$ cat src/rtl/differential_drive_mixer_top_defines.svh
// ----------------------------------------------------------------------------
// differential drive mixer assertion macros
// shared property wrappers, clocked on clock and disabled during reset
// ----------------------------------------------------------------------------
`ifndef DIFFERENTIAL_DRIVE_MIXER_TOP_DEFINES_SVH
`define DIFFERENTIAL_DRIVE_MIXER_TOP_DEFINES_SVH

`ifndef NO_ASSERTIONS

// same-cycle implication
`define DDM_ASSERT_NOW(label, ante, cons) \
   label: assert property (@(posedge clock) disable iff (reset) (ante) |-> (cons)) \
      else $error("ddm assertion failed");

// next-cycle implication
`define DDM_ASSERT_NEXT(label, ante, cons) \
   label: assert property (@(posedge clock) disable iff (reset) (ante) |=> (cons)) \
      else $error("ddm assertion failed");

`else

`define DDM_ASSERT_NOW(label, ante, cons)
`define DDM_ASSERT_NEXT(label, ante, cons)

`endif

`endif

$ cat src/rtl/ddm_pkg.sv
// ----------------------------------------------------------------------------
// ddm_pkg
// types and codes shared by the differential drive mixer modules
// ----------------------------------------------------------------------------
package ddm_pkg;

   typedef enum logic [1:0] {
      MODE_OFF = 2'd0,
      MODE_FWD = 2'd1,
      MODE_REV = 2'd2
   } bridge_mode_type;

   typedef enum logic {
      CSR_WEAPON_SPEED = 1'b0,
      CSR_DEBOUNCE_MS  = 1'b1
   } csr_index_type;

   localparam int DUTY_W  = 8;
   localparam int DEB_W   = 16;
   localparam int TIME_W  = 32;
   localparam int AXIS_W  = 4;
   localparam int CSR_W   = 16;

   localparam logic [DUTY_W-1:0] WEAPON_SPEED_RST = 8'd200;
   localparam logic [DEB_W-1:0]  DEBOUNCE_RST     = 16'd300;
   localparam logic [DUTY_W-1:0] DUTY_MAX         = 8'd255;

   typedef struct packed {
      logic [AXIS_W-1:0] stick_x;
      logic [AXIS_W-1:0] stick_y;
      logic              stick_active;
      logic              pad_up;
      logic              pad_down;
      logic              pad_left;
      logic              pad_right;
   } drive_cmd_type;

   typedef struct packed {
      bridge_mode_type   left_mode;
      bridge_mode_type   right_mode;
      logic [DUTY_W-1:0] left_duty;
      logic [DUTY_W-1:0] right_duty;
   } wheel_out_type;

endpackage

$ cat src/rtl/ddm_mix.sv
// ----------------------------------------------------------------------------
// ddm_mix
// arcade mixing of stick or d-pad into left and right bridge mode and duty
// ----------------------------------------------------------------------------
module ddm_mix #(
   parameter int FULL_SPEED = 255,
   parameter int AXIS_RANGE = 7
) (
   input  ddm_pkg::drive_cmd_type cmd,
   input  logic                   reversed,
   output ddm_pkg::wheel_out_type wheels
);
   import ddm_pkg::*;

   localparam int MAG_W   = $clog2(FULL_SPEED + 1) + 5;
   localparam int SPEED_W = (MAG_W > 10) ? MAG_W : 10;
   localparam int CODES   = 2 ** AXIS_W;

   localparam logic signed [SPEED_W-1:0] S_POS = SPEED_W'(FULL_SPEED);
   localparam logic signed [SPEED_W-1:0] S_NEG = -S_POS;

   logic signed [SPEED_W-1:0] axis_tbl [CODES];
   logic signed [SPEED_W-1:0] fwd;
   logic signed [SPEED_W-1:0] turn;
   logic signed [SPEED_W-1:0] sum_l;
   logic signed [SPEED_W-1:0] sum_r;
   logic signed [SPEED_W-1:0] pad_s;
   logic signed [SPEED_W-1:0] left_s;
   logic signed [SPEED_W-1:0] right_s;

   // axis lookup, one entry per 4-bit code
   for (genvar g = 0; g < CODES; g++) begin : g_axis
      localparam int Code    = (g < CODES / 2) ? g : g - CODES;
      localparam int AxisVal =
         ((Code + AXIS_RANGE) * 2 * FULL_SPEED) / (2 * AXIS_RANGE) - FULL_SPEED;
      assign axis_tbl[g] = SPEED_W'(AxisVal);
   end

   function automatic logic signed [SPEED_W-1:0] clamp_speed(
      input logic signed [SPEED_W-1:0] v
   );
      logic signed [SPEED_W-1:0] r;
      if (v > S_POS) begin
         r = S_POS;
      end else if (v < S_NEG) begin
         r = S_NEG;
      end else begin
         r = v;
      end
      return r;
   endfunction

   function automatic bridge_mode_type mode_of(input logic signed [SPEED_W-1:0] v);
      bridge_mode_type m;
      if (v > 0) begin
         m = MODE_FWD;
      end else if (v < 0) begin
         m = MODE_REV;
      end else begin
         m = MODE_OFF;
      end
      return m;
   endfunction

   function automatic logic [DUTY_W-1:0] duty_of(input logic signed [SPEED_W-1:0] v);
      logic [SPEED_W-1:0] mag;
      logic [DUTY_W-1:0]  d;
      mag = (v < 0) ? unsigned'(-v) : unsigned'(v);
      if (mag > SPEED_W'(DUTY_MAX)) begin
         d = DUTY_MAX;
      end else begin
         d = mag[DUTY_W-1:0];
      end
      return d;
   endfunction

   assign fwd   = axis_tbl[cmd.stick_y];
   assign turn  = axis_tbl[cmd.stick_x];
   assign sum_l = clamp_speed(fwd + turn);
   assign sum_r = clamp_speed(fwd - turn);
   assign pad_s = reversed ? S_NEG : S_POS;

   always_comb begin
      if (cmd.stick_active) begin
         left_s  = reversed ? -sum_l : sum_l;
         right_s = reversed ? -sum_r : sum_r;
      end else if (cmd.pad_up) begin
         left_s  = pad_s;
         right_s = pad_s;
      end else if (cmd.pad_down) begin
         left_s  = -pad_s;
         right_s = -pad_s;
      end else if (cmd.pad_left) begin
         left_s  = -pad_s;
         right_s = pad_s;
      end else if (cmd.pad_right) begin
         left_s  = pad_s;
         right_s = -pad_s;
      end else begin
         left_s  = '0;
         right_s = '0;
      end
   end

   assign wheels.left_mode  = mode_of(left_s);
   assign wheels.right_mode = mode_of(right_s);
   assign wheels.left_duty  = duty_of(left_s);
   assign wheels.right_duty = duty_of(right_s);

endmodule

$ cat src/rtl/differential_drive_mixer_top.sv
// ----------------------------------------------------------------------------
// differential_drive_mixer_top
// Takes one controller poll per request on the req_ channel (valid/stall) and
// returns one bridge command on the rsp_ channel: left and right wheel mode
// and duty, weapon bridge levels and weapon duty.
// A request accepted is held in an input register, and its result is loaded
// into the output register once the output side is free; rsp_valid rises with
// that load, and the result is taken while rsp_stall is low.
// Throughput: one request per cycle unless rsp_stall holds a waiting result,
// set by the single pass of mixing logic between the input and output registers.
// Stall: when rsp_stall holds a waiting result, one more request is still
// taken into the input register; req_stall rises only once both are full.
// Reset clears both valid flags, drive and weapon reversal, weapon on and both
// press times, and loads weapon_speed 200 and debounce_ms 300.
// csr_ writes (index 0 weapon_speed, 1 debounce_ms) are taken at once.
// ----------------------------------------------------------------------------
`include "differential_drive_mixer_top_defines.svh"

module differential_drive_mixer_top #(
   parameter int FULL_SPEED = 255,
   parameter int AXIS_RANGE = 7
) (
   input  logic               clock,
   input  logic               reset,

   input  logic               csr_write_en,
   input  logic               csr_index,
   input  logic [15:0]        csr_wdata,

   input  logic               req_valid,
   output logic               req_stall,
   input  logic signed [3:0]  req_stick_x,
   input  logic signed [3:0]  req_stick_y,
   input  logic               req_stick_active,
   input  logic               req_pad_up,
   input  logic               req_pad_down,
   input  logic               req_pad_left,
   input  logic               req_pad_right,
   input  logic               req_invert_button,
   input  logic               req_weapon_button,
   input  logic [31:0]        req_now_ms,

   output logic               rsp_valid,
   input  logic               rsp_stall,
   output logic [1:0]         rsp_left_mode,
   output logic [1:0]         rsp_right_mode,
   output logic [7:0]         rsp_left_duty,
   output logic [7:0]         rsp_right_duty,
   output logic               rsp_weapon_a,
   output logic               rsp_weapon_b,
   output logic [7:0]         rsp_weapon_duty
);
   import ddm_pkg::*;

   // configuration
   logic [DUTY_W-1:0] weapon_speed_ff;
   logic [DEB_W-1:0]  debounce_ff;

   // input register
   logic              s1_valid_ff;
   drive_cmd_type     s1_cmd_ff;
   logic              s1_invert_ff;
   logic              s1_weapon_ff;
   logic [TIME_W-1:0] s1_now_ff;

   // toggle state
   logic              drive_rev_ff;
   logic              weapon_rev_ff;
   logic              weapon_on_ff;
   logic [TIME_W-1:0] last_invert_ff;
   logic [TIME_W-1:0] last_weapon_ff;

   // output register
   logic              rsp_valid_ff;
   wheel_out_type     wheels_ff;
   logic              weapon_a_ff;
   logic              weapon_b_ff;
   logic [DUTY_W-1:0] weapon_duty_ff;

   logic              out_free;
   logic              advance;
   logic              req_take;
   logic              toggle_inv;
   logic              toggle_wpn;
   logic              weapon_on_in;
   logic              weapon_rev_in;
   logic [TIME_W-1:0] inv_elapsed;
   logic [TIME_W-1:0] wpn_elapsed;
   wheel_out_type     wheels_in;

   assign out_free  = !rsp_valid_ff || !rsp_stall;
   assign advance   = s1_valid_ff && out_free;
   assign req_stall = s1_valid_ff && !out_free;
   assign req_take  = req_valid && !req_stall;

   // driving uses reversal as it stood before this request's buttons
   ddm_mix #(
      .FULL_SPEED (FULL_SPEED),
      .AXIS_RANGE (AXIS_RANGE)
   ) u_mix (
      .cmd      (s1_cmd_ff),
      .reversed (drive_rev_ff),
      .wheels   (wheels_in)
   );

   // debounce on wrapping elapsed time
   assign inv_elapsed   = s1_now_ff - last_invert_ff;
   assign wpn_elapsed   = s1_now_ff - last_weapon_ff;
   assign toggle_inv    = s1_invert_ff && (inv_elapsed > TIME_W'(debounce_ff));
   assign toggle_wpn    = s1_weapon_ff && (wpn_elapsed > TIME_W'(debounce_ff));
   assign weapon_on_in  = weapon_on_ff ^ toggle_wpn;
   assign weapon_rev_in = weapon_rev_ff ^ toggle_inv;

   always_ff @(posedge clock) begin
      if (reset) begin
         weapon_speed_ff <= WEAPON_SPEED_RST;
         debounce_ff     <= DEBOUNCE_RST;
      end else if (csr_write_en) begin
         case (csr_index_type'(csr_index))
            CSR_WEAPON_SPEED: weapon_speed_ff <= csr_wdata[DUTY_W-1:0];
            CSR_DEBOUNCE_MS:  debounce_ff     <= csr_wdata[DEB_W-1:0];
            default:          weapon_speed_ff <= weapon_speed_ff;
         endcase
      end
   end

   always_ff @(posedge clock) begin
      if (reset) begin
         s1_valid_ff <= 1'b0;
      end else if (req_take) begin
         s1_valid_ff <= 1'b1;
      end else if (advance) begin
         s1_valid_ff <= 1'b0;
      end
   end

   always_ff @(posedge clock) begin
      if (req_take) begin
         s1_cmd_ff.stick_x      <= unsigned'(req_stick_x);
         s1_cmd_ff.stick_y      <= unsigned'(req_stick_y);
         s1_cmd_ff.stick_active <= req_stick_active;
         s1_cmd_ff.pad_up       <= req_pad_up;
         s1_cmd_ff.pad_down     <= req_pad_down;
         s1_cmd_ff.pad_left     <= req_pad_left;
         s1_cmd_ff.pad_right    <= req_pad_right;
         s1_invert_ff           <= req_invert_button;
         s1_weapon_ff           <= req_weapon_button;
         s1_now_ff              <= req_now_ms;
      end
   end

   always_ff @(posedge clock) begin
      if (reset) begin
         drive_rev_ff   <= 1'b0;
         weapon_rev_ff  <= 1'b0;
         weapon_on_ff   <= 1'b0;
         last_invert_ff <= '0;
         last_weapon_ff <= '0;
      end else if (advance) begin
         drive_rev_ff  <= drive_rev_ff ^ toggle_inv;
         weapon_rev_ff <= weapon_rev_in;
         weapon_on_ff  <= weapon_on_in;
         if (toggle_inv) begin
            last_invert_ff <= s1_now_ff;
         end
         if (toggle_wpn) begin
            last_weapon_ff <= s1_now_ff;
         end
      end
   end

   always_ff @(posedge clock) begin
      if (reset) begin
         rsp_valid_ff <= 1'b0;
      end else if (advance) begin
         rsp_valid_ff <= 1'b1;
      end else if (!rsp_stall) begin
         rsp_valid_ff <= 1'b0;
      end
   end

   // weapon outputs use the state after this request's buttons
   always_ff @(posedge clock) begin
      if (advance) begin
         wheels_ff      <= wheels_in;
         weapon_a_ff    <= weapon_on_in && weapon_rev_in;
         weapon_b_ff    <= weapon_on_in && !weapon_rev_in;
         weapon_duty_ff <= weapon_on_in ? weapon_speed_ff : '0;
      end
   end

   assign rsp_valid       = rsp_valid_ff;
   assign rsp_left_mode   = wheels_ff.left_mode;
   assign rsp_right_mode  = wheels_ff.right_mode;
   assign rsp_left_duty   = wheels_ff.left_duty;
   assign rsp_right_duty  = wheels_ff.right_duty;
   assign rsp_weapon_a    = weapon_a_ff;
   assign rsp_weapon_b    = weapon_b_ff;
   assign rsp_weapon_duty = weapon_duty_ff;

   // drive and weapon reversal always toggle together
   `DDM_ASSERT_NOW(a_rev_match, 1'b1, drive_rev_ff == weapon_rev_ff)
   // a request leaving the input register always lands in the output register
   `DDM_ASSERT_NEXT(a_advance_lands, advance, rsp_valid_ff)
   // reversal holds unless a debounced press moves through
   `DDM_ASSERT_NEXT(a_rev_hold, !(advance && toggle_inv), $stable(drive_rev_ff))
   // stopped wheel never carries duty
   `DDM_ASSERT_NOW(a_left_off_zero, rsp_valid_ff && (wheels_ff.left_mode == MODE_OFF), wheels_ff.left_duty == '0)
   // weapon bridge never drives both sides
   `DDM_ASSERT_NOW(a_weapon_one_side, rsp_valid_ff, !(weapon_a_ff && weapon_b_ff))

endmodule

$ cat config.mk
export PLATFORM = sky130hd
export DESIGN_NAME = differential_drive_mixer_top
export DESIGN_NICKNAME = d
export VERILOG_FILES = /design/src/rtl/ddm_pkg.sv /design/src/rtl/ddm_mix.sv /design/src/rtl/differential_drive_mixer_top.sv
export VERILOG_INCLUDE_DIRS = /design/src /design/src/rtl
export SDC_FILE = /design/constraint.sdc
export NUM_CORES = 1
export LEC_CHECK = 0
export ABC_AREA = 1
export BUFFER_PORTS_ARGS = -buffer_cell sky130_fd_sc_hd__buf_2
export CAP_MARGIN = 5
export CORE_UTILIZATION = 30
export DETAILED_ROUTE_END_ITERATION = 8
export PLACE_DENSITY = 0.52
export SYNTH_ARGS = -nofsm -noshare
export SYNTH_HDL_FRONTEND = slang
export SYNTH_SLANG_ARGS = --single-unit
$ cat constraint.sdc
create_clock -name clock -period 4.55 [get_ports clock]
set_input_delay 0.455 -clock clock [delete_from_list [all_inputs] [get_ports clock]]
set_output_delay 0.455 -clock clock [all_outputs]
set_load 0.01 [all_outputs]
### Word-level counts from Yosys, hierarchy flattened

Memory sizes are Yosys's and may differ from the RTL's.
Cells that the tools add are included.

* register bits: 170
* memory bits (read-only): 416
* input bits: 69
* output and inout bits: 32
* word-level logic and storage cells: 105
* memories: 2

* $add $sub $neg: 9
* magnitude comparators: 14
* equal/unequal tests: 1
* muxes and demuxes: 29
* bitwise gates (word level): 6
* reduce and logical (&&, ||, !) cells: 18

Memories
* (name not given): depth 16, bits a word 13, rd ports 1, clocked after Yosys merged registers in 0, write ports 0, line ddm_mix.sv:77 `assign fwd = axis_tbl[cmd.stick_y];`
* (name not given): depth 16, bits a word 13, rd ports 1, clocked after Yosys merged registers in 0, write ports 0, line ddm_mix.sv:78 `assign turn = axis_tbl[cmd.stick_x];`

Operators with widths (count)
* 13-bit two-way mux: 23
* 13-bit negation: 5
* 32-bit by 16-bit greater-than comparator with 1-bit output: 2
* 32-bit subtractor: 2
* 13-bit by 1-bit greater-than comparator with 1-bit output, second input constant: 2
* 13-bit by 8-bit greater-than comparator with 1-bit output, second input constant: 2
* 13-bit by 9-bit greater-than comparator with 1-bit output, second input constant: 2
* 13-bit by 1-bit less-than comparator with 1-bit output, second input constant: 2
* 13-bit by 9-bit less-than comparator with 1-bit output, second input constant: 2
* 13-bit adder: 1
* 13-bit subtractor: 1
* 5-bit greater-or-equal comparator, second input constant: 2
* 4-bit NOT with 5-bit output: 2
* 2-bit AND reduction: 4
* 1-bit logical AND: 7
* 1-bit zero test: 5
* 1-bit two-way mux: 4
* 2-bit two-way mux: 2
* 1-bit XOR: 3
* 2-bit by 1-bit != test with 1-bit output, second input constant: 1
* 2-bit nonzero test: 1
* 1-bit logical OR: 1
* 1-bit NOT: 1

### Longest topological paths before layout

Gate-level depths: netlist (run 1).

* depth after elaboration: 14
* mapped depth: 36
* gate-level depth less buffers: 35

### Cells and area by module

Synthesis (run 1) repeated with hierarchy kept, for this count alone.

* cells, all modules: 2514
* area, all modules: 15472.3 sq um

By module, submodules not included
* differential_drive_mixer_top: instances 1, cells each 1926, area an instance 12404.4 sq um, sequential area each 4174.0 sq um
* ddm_mix: instances 1, cells each 588, area an instance 3067.9 sq um, sequential area each 0.0 sq um

### Worst setup path before layout (run 1)

No wires, ideal clock.

* kind: register to register
* start point: register s1_cmd_ff[9] (netlist bit)
* end point: register wheels_ff (netlist bit rsp_right_duty[6]) (data pin)
* setup time: 259 ps
* arrival time: 4238 ps
* data required time: 4291 ps
* setup slack: 53 ps
* stages on the path, launching flop included: 31
* buffers on the path: 1
* period minus slack after synthesis: 4497 ps
* path through: edfxtp_1 inv_1 ha_1 or2_2 a21oi_1 ha_1 inv_1 fa_1 or2_2 nor2_1 nand3_1 nor2_1 nand3_1 nand4_1 nand2_2 buf_6 a21oi_1 ha_1 nor2_1 nor2_1 nand2_1 nand2_1 inv_1 ha_1 nand4_1 nor2_1 inv_1 nand4_1 nand2_1 inv_1 nand2_1

* longest elaborated chain between the ends: 14
* elaborated cells on any way between the ends: 16
* classes of those cells: 3 x add/sub; 4 x order compare; 7 x mux; 1 x bitwise; 1 x memory

Ends and longest elaborated chain
* from (decl): line differential_drive_mixer_top.sv:61 `drive_cmd_type s1_cmd_ff;`
* 4-bit NOT with 5-bit output (implied by the code) (*): line ddm_mix.sv:78
* memory read 16 x 13 bit (*)
* 13-bit two-way mux (implied by the code) (*) (2 in series): line ddm_mix.sv:78
* 13-bit subtractor (*): line ddm_mix.sv:80 `assign sum_r = clamp_speed(fwd - turn);`
* 13-bit by 9-bit less-than comparator with 1-bit output: line ddm_mix.sv:45 `end else if (v < S_NEG) begin`
* 13-bit two-way mux: line ddm_mix.sv:45
* 13-bit two-way mux (*): line ddm_mix.sv:43 `if (v > S_POS) begin`
* 13-bit negation: line ddm_mix.sv:86 `right_s = reversed ? -sum_r : sum_r;`
* 13-bit two-way mux (*): line ddm_mix.sv:86
* 13-bit two-way mux (*): line ddm_mix.sv:84 `if (cmd.stick_active) begin`
* 13-bit negation or 13-bit by 1-bit less-than comparator with 1-bit output (tied branches): line ddm_mix.sv:68 `mag = (v < 0) ? unsigned'(-v) : unsigned'(v);`
* 13-bit two-way mux (*): line ddm_mix.sv:68
* 13-bit by 8-bit greater-than comparator with 1-bit output: line ddm_mix.sv:69 `if (mag > SPEED_W'(DUTY_MAX)) begin`
* to (signal assigned): line differential_drive_mixer_top.sv:185 `wheels_ff <= wheels_in;`
* to (decl): line differential_drive_mixer_top.sv:75 `wheel_out_type wheels_ff;`

Every way passes the cells marked *; elsewhere a longest branch is shown, timed or not. The select of a mux whose other input is x is not followed.
A chain may end at the register's enable or synchronous reset.

### Worst setup path in the final report (run 1)

* start point: register s1_cmd_ff[10] (netlist bit)
* end point: register wheels_ff (netlist bit rsp_right_duty[4]) (data pin)

Same word-level chain as after synthesis.

==> summary.md, run 1 <==
| Metric | Value |
|---|---|
| Maximum fanout along the worst path | `8` |
| Max-slew headroom | `30.8%` |
| Final period util | `97.3%` |
| Drt pass-1 iters | `5` |
| Die Area | `45,600 um2` |
| Hold Buf Count CTS | `0` |
| Gr usage total | `16.9%` |
| Worst R2R Start | `s1_cmd_ff[10]$_DFFE_PP_` |
| Final Skew | `0.0149 ns` |
| Hold Path Sink | `s1_now_ff[13]$_DFFE_PP_` |
| Rows | `77` |
| Largest net degree at the start of global routing | `68` |
| Number of nets with antenna violations after routing | `0` |
| Post-synth EDFFs | `77` |
| Via count | `12,500` |
| Netlist Area Pre-Place | `13,400 um2` |
| Pins over their slew limit | `0` |
| 1st-iter DRT viols | `779` |
| Mapped Avg Cell Area | `6.81 um2` |
| Pleak | `7.64 nW` |
| Hold WC Path Type | `primary input to flop` |
| Root buf cell | `clkbuf_16` |
| Sequential area share after synthesis | `31.1%` |
| Placement Cell Area | `14,900 um2` |
| Pwr/cell area | `329 nW/um2` |
| Die H | `213 um` |
| Initial core utilization | `30.4%` |
| Data required, critical path | `4.79 ns` |
| Core Area | `44,100 um2` |
| Synth area leaders | `edfxtp_1 (17%), nand2_1 (15%), dfxtp_1 (14%), ha_1 (11%), nor2_1 (8.3%)` |
| RSZ-0062 raised after global routing | `yes` |
| Mapped Cells | `1,970` |
| Place WS | `-0.192 ns` |
| Layout cells sized above 1 | `13.9%` |
| Synth async-reset ratio | `0%` |
| Clock buffer depth | `2` |
| First-pass GRT wire length | `60,000 um` |
| Fmax | `0.226 GHz` |
| Reg2reg end | `rsp_right_duty[4]$_SDFFCE_PN1P_` |
| Max-Cap Viols | `0` |
| Vias in the first global route | `11,800` |
| Post-route cell area | `15,900 um2` |
| H-tree depth | `4` |
| Minimum clock period | `4.43 ns` |
| Fin nets | `2,310` |
| Final GP Congestion | `0.882` |
| N_diodes | `0` |
| DP HPWL | `30,000 um` |
| Setup ws final | `0.122 ns` |
| DIE WIDTH | `213 um` |
| Reg area | `4170 um2` |
| Type of origin of the critical path | `flop` |
| Clk pin slew, worst setup/hold paths | `0.07 ns` |
| Ys flop type | `dfxtp_1` |
| Reg2reg path depth | `29` |
| Worst setup EP type | `flop` |
| Maximum vdd drop | `0.278 mV` |
| Area of the multi-input gates | `8330 um2` |
| Area leader, netlist | `edfxtp_1` |
| Initial antenna violation count | `0` |
| Port buffer count | `100` |
| DR WL/cell | `13.8 um` |
| YS warnings | `0` |
| Worst-margin pin slew | `1.04 ns` |
| Crit path kind | `flop to flop` |
| Synth cell types | `58` |
| Total Wirelength | `37,500 um` |
| Num CTS Buffers | `17` |
| Yosys reg bits | `170` |
| Data arrival, critical path | `4.67 ns` |
| GR Overflow Total | `0` |
| Hold Crit Depth | `1` |
| Worst stage delay on the critical path | `0.44 ns` |
| Area grow syn2layout | `18.5%` |
| Reg2Reg Setup Slack | `0.12 ns` |
| # setup viols final | `0` |
| Share of Yosys cell area claimed by the top area cell type | `17.2%` |
| Outcome | `complete, no violations` |
| Net Count, Synth | `2,165` |
| # fillers | `4,833` |
| Worst-Skew Late Latency | `0.50 ns` |
| Slowest stage cell on the critical path | `fa_2` |
| Final Hold Viols | `0` |
| IO Pins | `101` |
| Number of clock sinks | `170` |
| Setup TNS | `0 ns` |
| DR vias/cell | `4.59` |
| Hold Crit Start | `req_now_ms[13]` |
| CTS tree | `done` |
| # DRC | `0` |
[cells in the mapped netlist (4+ instances only)]
master,count
o221ai_1,4
a21boi_0,4
ha_1,122
nand3_1,104
buf_1,5
buf_4,4
edfxtp_1,77
clkinv_1,4
buf_2,12
xor2_1,55
nand4_1,24
o211ai_1,13
inv_2,7
clkbuf_1,13
fa_1,4
o21ai_0,68
a21oi_2,4
a21o_1,14
nor2_1,295
nand2_1,540
nor3_1,9
dfxtp_1,93
nand3b_1,8
a21oi_1,124
inv_1,273
a31oi_1,10
xnor2_1,12
o21bai_1,12
nand2_2,8
[final cells by class]
cell class | count | share of cell area (%)
clock buffer | 17 | 2.68
clock inverter | 15 | 0.968
sequential | 170 | 26.2
timing repair buffer | 163 | 6.35
inverter | 285 | 6.74
multi-input combinational | 1478 | 52.4
tap | 592 | 4.66
[worst max-delay path by stage]
stage / end / start / slack (ns) / cells past startpoint
final: rsp_right_duty[4]$_SDFFCE_PN1P_ / s1_cmd_ff[10]$_DFFE_PP_ / 0.12 / 29
after global routing: rsp_right_duty[0]$_SDFFCE_PN1P_ / s1_cmd_ff[9]$_DFFE_PP_ / -0.18 / 29
after CTS: rsp_right_duty[5]$_SDFFCE_PN1P_ / s1_cmd_ff[9]$_DFFE_PP_ / 0.007 / 29
after detailed placement: rsp_right_duty[6]$_SDFFCE_PN1P_ / s1_cmd_ff[9]$_DFFE_PP_ / -0.19 / 29
after global placement: rsp_right_duty[6]$_SDFFCE_PN1P_ / s1_cmd_ff[9]$_DFFE_PP_ / -0.08 / 29
after floorplan: rsp_right_duty[6]$_SDFFCE_PN1P_ / s1_cmd_ff[9]$_DFFE_PP_ / 0.05 / 30
[worst max-delay path: cells and delay by family (launching register included)]
kind | cells | cell delay [ns]
buffers and inverters | 4 | 0.30
flip-flops | 1 | 0.40
AND/OR/NAND/NOR | 19 | 2.09
adder cells (fa/ha/maj) | 5 | 1.26
AO/OA/AOI/OAI | 1 | 0.16
[stage by stage]
step / power [W] / std cells / util, % / hold WS, ns
2_1_floorplan: 0.00313 / 1970 / - / 0.430
3_3_place_gp: 0.00365 / 2678 / 33.8 / 0.443
3_5_place_dp: 0.00367 / 2678 / 33.8 / 0.451
4_1_cts: 0.00520 / 2713 / 35.3 / 0.0890
5_1_grt: 0.00563 / 2720 / 36.0 / 0.107
6_report: 0.00523 / 2720 / 36.0 / 0.132
[power breakdown]
group / switching [W] / internal (W)
Clock: 0.000735 / 0.000728
Sequential: 0.0000577 / 0.00171
Combinational: 0.00124 / 0.000757
[logic make-up (layout without fill, tap and decap cells)]
family                   Yosys count  in the layout  synth area share, %
flip-flops                       170            170                 31.1
XOR/XNOR                          67             67                 4.37
adder cells (fa/ha/maj)          126            126                 12.0
AO/OA/AOI/OAI                    280            280                 12.6
AND/OR/NAND/NOR                 1005           1005                 30.6
buffers and inverters            322            480                 9.42
[layout by cell type, fill, tap and decap left out, types with 12 or more instances in the layout]
master	count
nand2_1	525
nor2_1	287
inv_1	264
a21oi_1	119
ha_1	111
buf_2	100
nand3_1	97
dfxtp_1	93
edfxtp_1	77
o21ai_0	62
buf_4	58
xor2_1	55
nand4_1	24
nand2_2	17
clkbuf_16	17
inv_2	16
a21o_1	14
o211ai_1	13
xnor2_1	12
o21bai_1	12
[flip-flops by register name, indices dropped and copies added (netlist names), 2 cells and up]
name             flops
rsp_weapon_duty      8
rsp_right_duty       8
last_invert_ff      32
s1_cmd_ff           13
rsp_right_mode       2
s1_now_ff           32
rsp_left_mode        2
last_weapon_ff      32
rsp_left_duty        8
debounce_ff         16
weapon_speed_ff      8
[layer usage]
layer	track usage (%)	vias up	routed length, um
met5	0	-	0
met4	5.57	0	686
met3	2.84	40	1180
met2	27.7	182	17100
met1	22.4	5632	18500
li1	-	6631	-
[timing repair]
| item | 4_1_cts | 5_1_grt |
|---|---|---|
| setup buffers | 3 | 7 |
| cloned | 0 | 0 |
| pin swaps | 6 | 46 |
| resized for setup | 14 | 72 |
| endpoints found under the setup margin | 18 | 61 |
Power figures use the tool's default switching activity.
==> run 2: changes to the inputs <==
- ABC_AREA: 1 -> not set
- CORE_UTILIZATION: 30 -> 56
- PLACE_DENSITY: 0.52 -> 0.83
==> run 2 against run 1 <==
Effect of this change: the run now ends with negative setup slack left; cell count shrank 17%; clock-buffer cell count up 2; core utilization grew 37 points; wire length up 13%; setup slack got worse by 0.85 ns; largest cell class unchanged; largest power group unchanged.
==> summary.md, run 2 <==
| Metric | Value |
|---|---|
| Outcome | `finished, violations left` |
| Failing checks | `negative setup slack` |
| Gr usage total | `32.3%` |
| Yosys reg bits | `170` |
| Internal power | `0.00351 W` |
| Synth area leaders | `edfxtp_1 (17%), dfxtp_1 (14%), ha_1 (11%), mux2i_1 (5.3%), a21oi_1 (4.2%)` |
| Synth cell types | `98` |
| Combinational fraction of design power | `42.6%` |
| Number of clock sinks | `170` |
| Max-Cap Viols | `0` |
| Worst-margin pin slew | `1.08 ns` |
| Layout cells sized above 1 | `28.8%` |
| RSZ-0062 raised after global routing | `yes` |
| Root buf cell | `clkbuf_16` |
| Type of origin of the critical path | `flop` |
| DR vias/cell | `6.22` |
| Biggest regs | `last_invert_ff: 32 flops, last_weapon_ff: 32 flops, s1_now_ff: 32 flops` |
| H-tree depth | `4` |
| Worst setup EP type | `flop` |
| P_sw | `0.00207 W` |
| Most common cell in the netlist | `nor2_1` |
| Largest net degree at the start of global routing | `128` |
| Fin nets | `2,111` |
| Commonest non-fill, non-tap cells in the layout | `buf_4 (221), nor2_1 (121), nand2_1 (119), inv_1 (113), ha_1 (108)` |
| Reg2reg end | `rsp_weapon_a$_DFFE_PP_` |
| 1st-iter DRT viols | `1,211` |
| Worst-Skew Late Latency | `0.46 ns` |
| DR WL/cell | `18.8 um` |
| Rows | `57` |
| Clk pin slew, worst setup/hold paths | `0.08 ns` |
| First-pass GRT wire length | `66,600 um` |
| GR Overflow Total | `0` |
| Initial core utilization | `56.8%` |
| Data required, critical path | `4.75 ns` |
| Post-synth EDFFs | `77` |
| Maximum fanout along the worst path | `5` |
| Fmax | `0.189 GHz` |
| Vias in the first global route | `13,500` |
| Data arrival, critical path | `5.48 ns` |
| Worst R2R Start | `s1_now_ff[0]$_DFFE_PP_` |
| Initial antenna violation count | `0` |
| Final Skew | `0.0127 ns` |
| Port buffer count | `100` |
| Number of nets with antenna violations after routing | `0` |
| CTS tree | `done` |
| YS warnings | `0` |
| Net Sw Frac | `37.0%` |
| Mapped Cells | `1,618` |
| DP HPWL | `28,200 um` |
| Final GP Congestion | `0.956` |
| Num CTS Buffers | `17` |
| Final period util | `116%` |
| Crit path kind | `flop to flop` |
| Pleak | `7.41 nW` |
| Reg2reg path depth | `25` |
| Hold Buf Count CTS | `0` |
| Maximum vdd drop | `0.197 mV` |
| Die Area | `25,200 um2` |
| Net Count, Synth | `1,813` |
| Clock buffer depth | `2` |
| Setup ws final | `-0.731 ns` |
| Hold WC Path Type | `primary input to flop` |
| Reg area | `4170 um2` |
| Most common cell after layout, fill and taps aside | `buf_4` |
| Area leader, netlist | `edfxtp_1` |
| # fillers | `1,610` |
| Pins over their slew limit | `0` |
| Share of Yosys cell area claimed by the top area cell type | `16.8%` |
| Total Wirelength | `42,300 um` |
| CP Capture Point | `rsp_weapon_a$_DFFE_PP_` |
| # setup viols final | `96` |
| Ys flop type | `dfxtp_1` |
| Area grow syn2layout | `29.1%` |
| Netlist Area Pre-Place | `13,800 um2` |
| Pwr/cell area | `314 nW/um2` |
| N_diodes | `0` |
| Synth async-reset ratio | `0%` |
| Commonest cells post-synth | `nor2_1 (128), inv_1 (125), nand2_1 (125)` |
| Final Hold Viols | `0` |
| Mapped Avg Cell Area | `8.51 um2` |
| DIE WIDTH | `159 um` |
| Die H | `159 um` |
| Reg2Reg Setup Slack | `-0.73 ns` |
| Clk pwr share | `25.8%` |
| IO Pins | `101` |
| # DRC | `0` |
| Flop pwr share | `31.6%` |
| Minimum clock period | `5.28 ns` |
| Crit. Startpoint | `s1_now_ff[0]$_DFFE_PP_` |
| Placement Cell Area | `16,100 um2` |
| Area of the multi-input gates | `9620 um2` |
| Core Area | `24,200 um2` |
| Final design utilization | `73.3%` |
| Sequential area share after synthesis | `30.3%` |
| Drt pass-1 iters | `6` |
| Via count | `14,000` |
| Max-slew headroom | `27.8%` |
| Post-route cell area | `17,800 um2` |
-- run 2: worst max-delay path, cell delays in order (launching register included) --
cell and delay [ns]:
edfxtp_1 0.42, inv_2 0.10, ha_4 0.15, inv_4 0.04, fa_2 0.39, a21oi_2 0.20, nand4b_1 0.18, and3_4 0.23
nor2_2 0.05, a21o_1 0.20, a21oi_2 0.16, o21bai_1 0.09, a21oi_1 0.19, xnor2_1 0.17, ha_2 0.33, o21ai_2 0.13
nand2b_1 0.09, a311oi_2 0.25, a21oi_2 0.11, a2111oi_2 0.38, nand4_1 0.19, nor4_4 0.22, mux2i_1 0.22, o211ai_1 0.20
buf_4 0.22, nor2b_1 0.12
-- run 2: per-layer routing --
| layer | part of all wire (%) | GRT usage, % |
|---|---|---|
| met5 | 0 | 0 |
| met3 | 6.2 | 4.34 |
| met4 | 5.5 | 18.5 |
| met2 | 50 | 57.0 |
| met1 | 39 | 37.5 |
-- run 2: how the worst min path moves through the flow --
stage | startpoint | cells past startpoint | endpoint | slack (ns)
finish | req_now_ms[16] | 1 | s1_now_ff[16]$_DFFE_PP_ | 0.17
global route | req_now_ms[16] | 1 | s1_now_ff[16]$_DFFE_PP_ | 0.17
CTS | req_now_ms[4] | 1 | s1_now_ff[4]$_DFFE_PP_ | 0.16
detailed placement | weapon_speed_ff[6]$_SDFFE_PP1P_ | 2 | weapon_speed_ff[6]$_SDFFE_PP1P_ | 0.45
global placement | weapon_speed_ff[0]$_SDFFE_PP0P_ | 2 | weapon_speed_ff[0]$_SDFFE_PP0P_ | 0.44
floorplan | weapon_speed_ff[7]$_SDFFE_PP1P_ | 2 | weapon_speed_ff[7]$_SDFFE_PP1P_ | 0.43
-- run 2: layout make-up --
class	count	area share, %
multi-input combinational	1255	54.1
clock buffer	19	2.43
clock inverter	13	0.690
tap	324	2.28
timing repair buffer	344	14.3
sequential	170	23.5
inverter	128	2.74
-- run 2: power groups by stage --
stage / clock (W) / sequential, W / combinational, W
final: 0.00144 / 0.00176 / 0.00238
after global routing: 0.00150 / 0.00177 / 0.00255
after global placement: 0 / 0.00179 / 0.00195
after floorplan: 0 / 0.00179 / 0.00130
after CTS: 0.00145 / 0.00176 / 0.00216
after detailed placement: 0 / 0.00179 / 0.00200
-- run 2: logic make-up (layout without fill, tap and decap cells) --
family	Yosys count	count (layout)	synth area share (%)
AND/OR/NAND/NOR	530	530	19.6
AO/OA/AOI/OAI	457	458	23.0
buffers and inverters	194	504	5.55
flip-flops	170	170	30.3
adder cells (fa/ha/maj)	126	126	11.7
multiplexers	80	80	5.93
XOR/XNOR	61	61	3.88
-- run 2: what timing repair did --
action,CTS,global route
gates resized for setup,83,71
gates cloned,6,2
setup endpoints to repair,97,97
pin swaps,76,46
buffers inserted,40,16
-- run 2: stage by stage --
stage	std cells	hold WS (ns)	setup TNS (ns)	total power [W]	setup slack, ns
after floorplan	1618	0.430	-3.64	0.00309	-0.337
after global placement	2161	0.442	-26.37	0.00374	-0.393
after detailed placement	2161	0.451	-39.31	0.00380	-0.493
after CTS	2238	0.164	-23.26	0.00537	-0.463
after global routing	2253	0.169	-63.89	0.00582	-0.830
final	2253	0.168	-48.20	0.00558	-0.731
==> run 3: changes to the inputs <==
- SETUP_SLACK_MARGIN: not set -> 0.2
==> run 3 against run 2 <==
Effect of this change: the flow finishes with violations (design-rule violations, negative setup slack); combinational power hardly changed; first-iteration DRC count is 9.6% higher; sequential cell count stayed put; register-to-register slack better by 0.11 ns; clock skew is 0.0013 ns higher; clock power is 3% higher; global-route usage is 0.32 points higher; largest power group unchanged.
==> summary.md, run 3 (synthesized netlist as in run 2, its figures left out) <==
| Metric | Value |
|---|---|
| Outcome | `finished, violations left` |
| Failing checks | `design-rule violations, negative setup slack` |
| Most common cell after layout, fill and taps aside | `buf_4` |
| Clk pin slew, worst setup/hold paths | `0.08 ns` |
| DIE WIDTH | `159 um` |
| Pwr/cell area | `315 nW/um2` |
| GR Overflow Total | `0` |
| Fin nets | `2,116` |
| Fmax | `0.193 GHz` |
| Largest net degree at the start of global routing | `128` |
| Slowest stage cell on the critical path | `a2111oi_4` |
| CP delay by family, top | `compound AO/OA/AOI/OAI gates` |
| Die H | `159 um` |
| Ordered list of cells on the worst path | `inv_2 > buf_6 > buf_6 > ha_4 > inv_2 > fa_2 > a211oi_2 > o21ai_2 > o2111a_1 > o211ai_1 > nand3b_1 > a21oi_2 > xnor2_2 > ha_1 > nand4_1 > nor2_2 > a31oi_1 > a22o_1 > nand4_1 > a2111oi_4 > a41oi_4 > buf_4 > xnor2_1 > and2_1` |
| Maximum fanout along the worst path | `3` |
| Num CTS Buffers | `17` |
| Gr usage total | `32.6%` |
| Pleak | `7.46 nW` |
| First-pass GRT wire length | `67,100 um` |
| Die Area | `25,200 um2` |
| Number of clock sinks | `170` |
| Layout cells sized above 1 | `28.8%` |
| DR WL/cell | `19.0 um` |
| Number of nets with antenna violations after routing | `0` |
| Place WS | `-0.436 ns` |
| Minimum clock period | `5.18 ns` |
| N_diodes | `0` |
| Setup ws final | `-0.626 ns` |
| Max-slew headroom | `20.4%` |
| Drt pass-1 iters | `8` |
| IO Pins | `101` |
| # setup viols final | `95` |
| Initial core utilization | `56.8%` |
| H-tree depth | `4` |
| Data required, critical path | `4.75 ns` |
| DR vias/cell | `6.20` |
| 1st-iter DRT viols | `1,327` |
| Worst stage delay on the critical path | `0.44 ns` |
| DP HPWL | `28,900 um` |
| Port buffer count | `100` |
| Vias in the first global route | `13,800` |
| # DRC | `2` |
| Type of origin of the critical path | `flop` |
| Biggest regs | `last_invert_ff: 32 flops, last_weapon_ff: 32 flops, s1_now_ff: 32 flops` |
| Hold Buf Count CTS | `0` |
| Clock buffer depth | `2` |
| Worst Path Buf+Inv | `5` |
| Max-Cap Viols | `0` |
| Worst setup EP type | `flop` |
| Final Skew | `0.0140 ns` |
| Worst-Skew Late Latency | `0.45 ns` |
| Via count | `14,000` |
| RSZ-0062 raised after global routing | `yes` |
| Maximum vdd drop | `0.278 mV` |
| Final period util | `114%` |
| Final GP Congestion | `0.930` |
| CTS tree | `done` |
| Data arrival, critical path | `5.37 ns` |
| Core Area | `24,200 um2` |
| Initial antenna violation count | `0` |
| Area grow syn2layout | `30.0%` |
| Total Wirelength | `42,900 um` |
| # fillers | `1,683` |
| Worst-margin pin slew | `1.19 ns` |
| Rows | `57` |
| Hold WC Path Type | `primary input to flop` |
| Crit path kind | `flop to flop` |
| Final Hold Viols | `0` |
| Final design utilization | `73.8%` |
| Commonest non-fill, non-tap cells in the layout | `buf_4 (222), nor2_1 (118), nand2_1 (117), inv_1 (113), ha_1 (108)` |
| Root buf cell | `clkbuf_16` |
| Pins over their slew limit | `0` |
run 3: cell count changes in the layout (fill, tap and decap cells not counted), moves of 3 or more:
cell and change:
inv_4 -3, buf_6 +5, mux2i_4 +3, a211oi_2 +3
buf_16 +3, nor2_1 -3, o21ai_2 -4
run 3: layout make-up:
class                           instances  area, um2  share of cell area, %
Clock buffer                           20        458                   2.56
Sequential cell                       170       4170                   23.3
Clock inverter                         12        118                  0.657
Tap cell                              324        405                   2.26
Multi-Input combinational cell       1254       9610                   53.7
Inverter                              128        483                   2.70
Timing Repair Buffer                  350       2660                   14.8
run 3: power by group:
part / internal [W] / total [W] / switching [W]
clock: 0.000760 / 0.00149 / 0.000729
combinational: 0.00110 / 0.00238 / 0.00128
sequential: 0.00170 / 0.00176 / 0.0000615
total: 0.00356 / 0.00563 / 0.00207
run 3: what timing repair did:
action                     in CTS  in global routing
setup buffers                  40                 10
gates cloned                    6                  1
setup endpoints to repair      97                 97
resized for setup             107                 40
pin swaps                      58                 37
run 3: stage by stage:
step                std cells  cell area (um2)  total power [W]  hold slack, ns  setup TNS (ns)
floorplan                1618            14000          0.00309           0.430           -3.56
global placement         2169            16100          0.00376           0.441          -13.73
detailed placement       2169            16100          0.00382           0.447          -25.52
CTS                      2247            17600          0.00549           0.175          -23.70
global route             2258            17900          0.00587           0.172          -59.90
finish                   2258            17900          0.00563           0.178          -42.76
run 3: worst paths after layout:
check                                   from                              end  slack, ns  cells past startpoint
min reg2reg  weapon_speed_ff[0]$_SDFFE_PP0P_  weapon_speed_ff[0]$_SDFFE_PP0P_       0.46                      2
max                   s1_now_ff[0]$_DFFE_PP_           rsp_weapon_b$_DFFE_PP_      -0.63                     24
min                           req_now_ms[17]          s1_now_ff[17]$_DFFE_PP_       0.18                      1
max reg2reg           s1_now_ff[0]$_DFFE_PP_           rsp_weapon_b$_DFFE_PP_      -0.63                     24
run 3: routing by layer:
layer,track usage (%),vias to the layer above,share of wire (%)
met5,0,-,0
li1,-,6484,-
met2,58.2,661,50
met4,16.8,0,4.8
met1,38.0,6669,39
met3,4.49,188,5.9
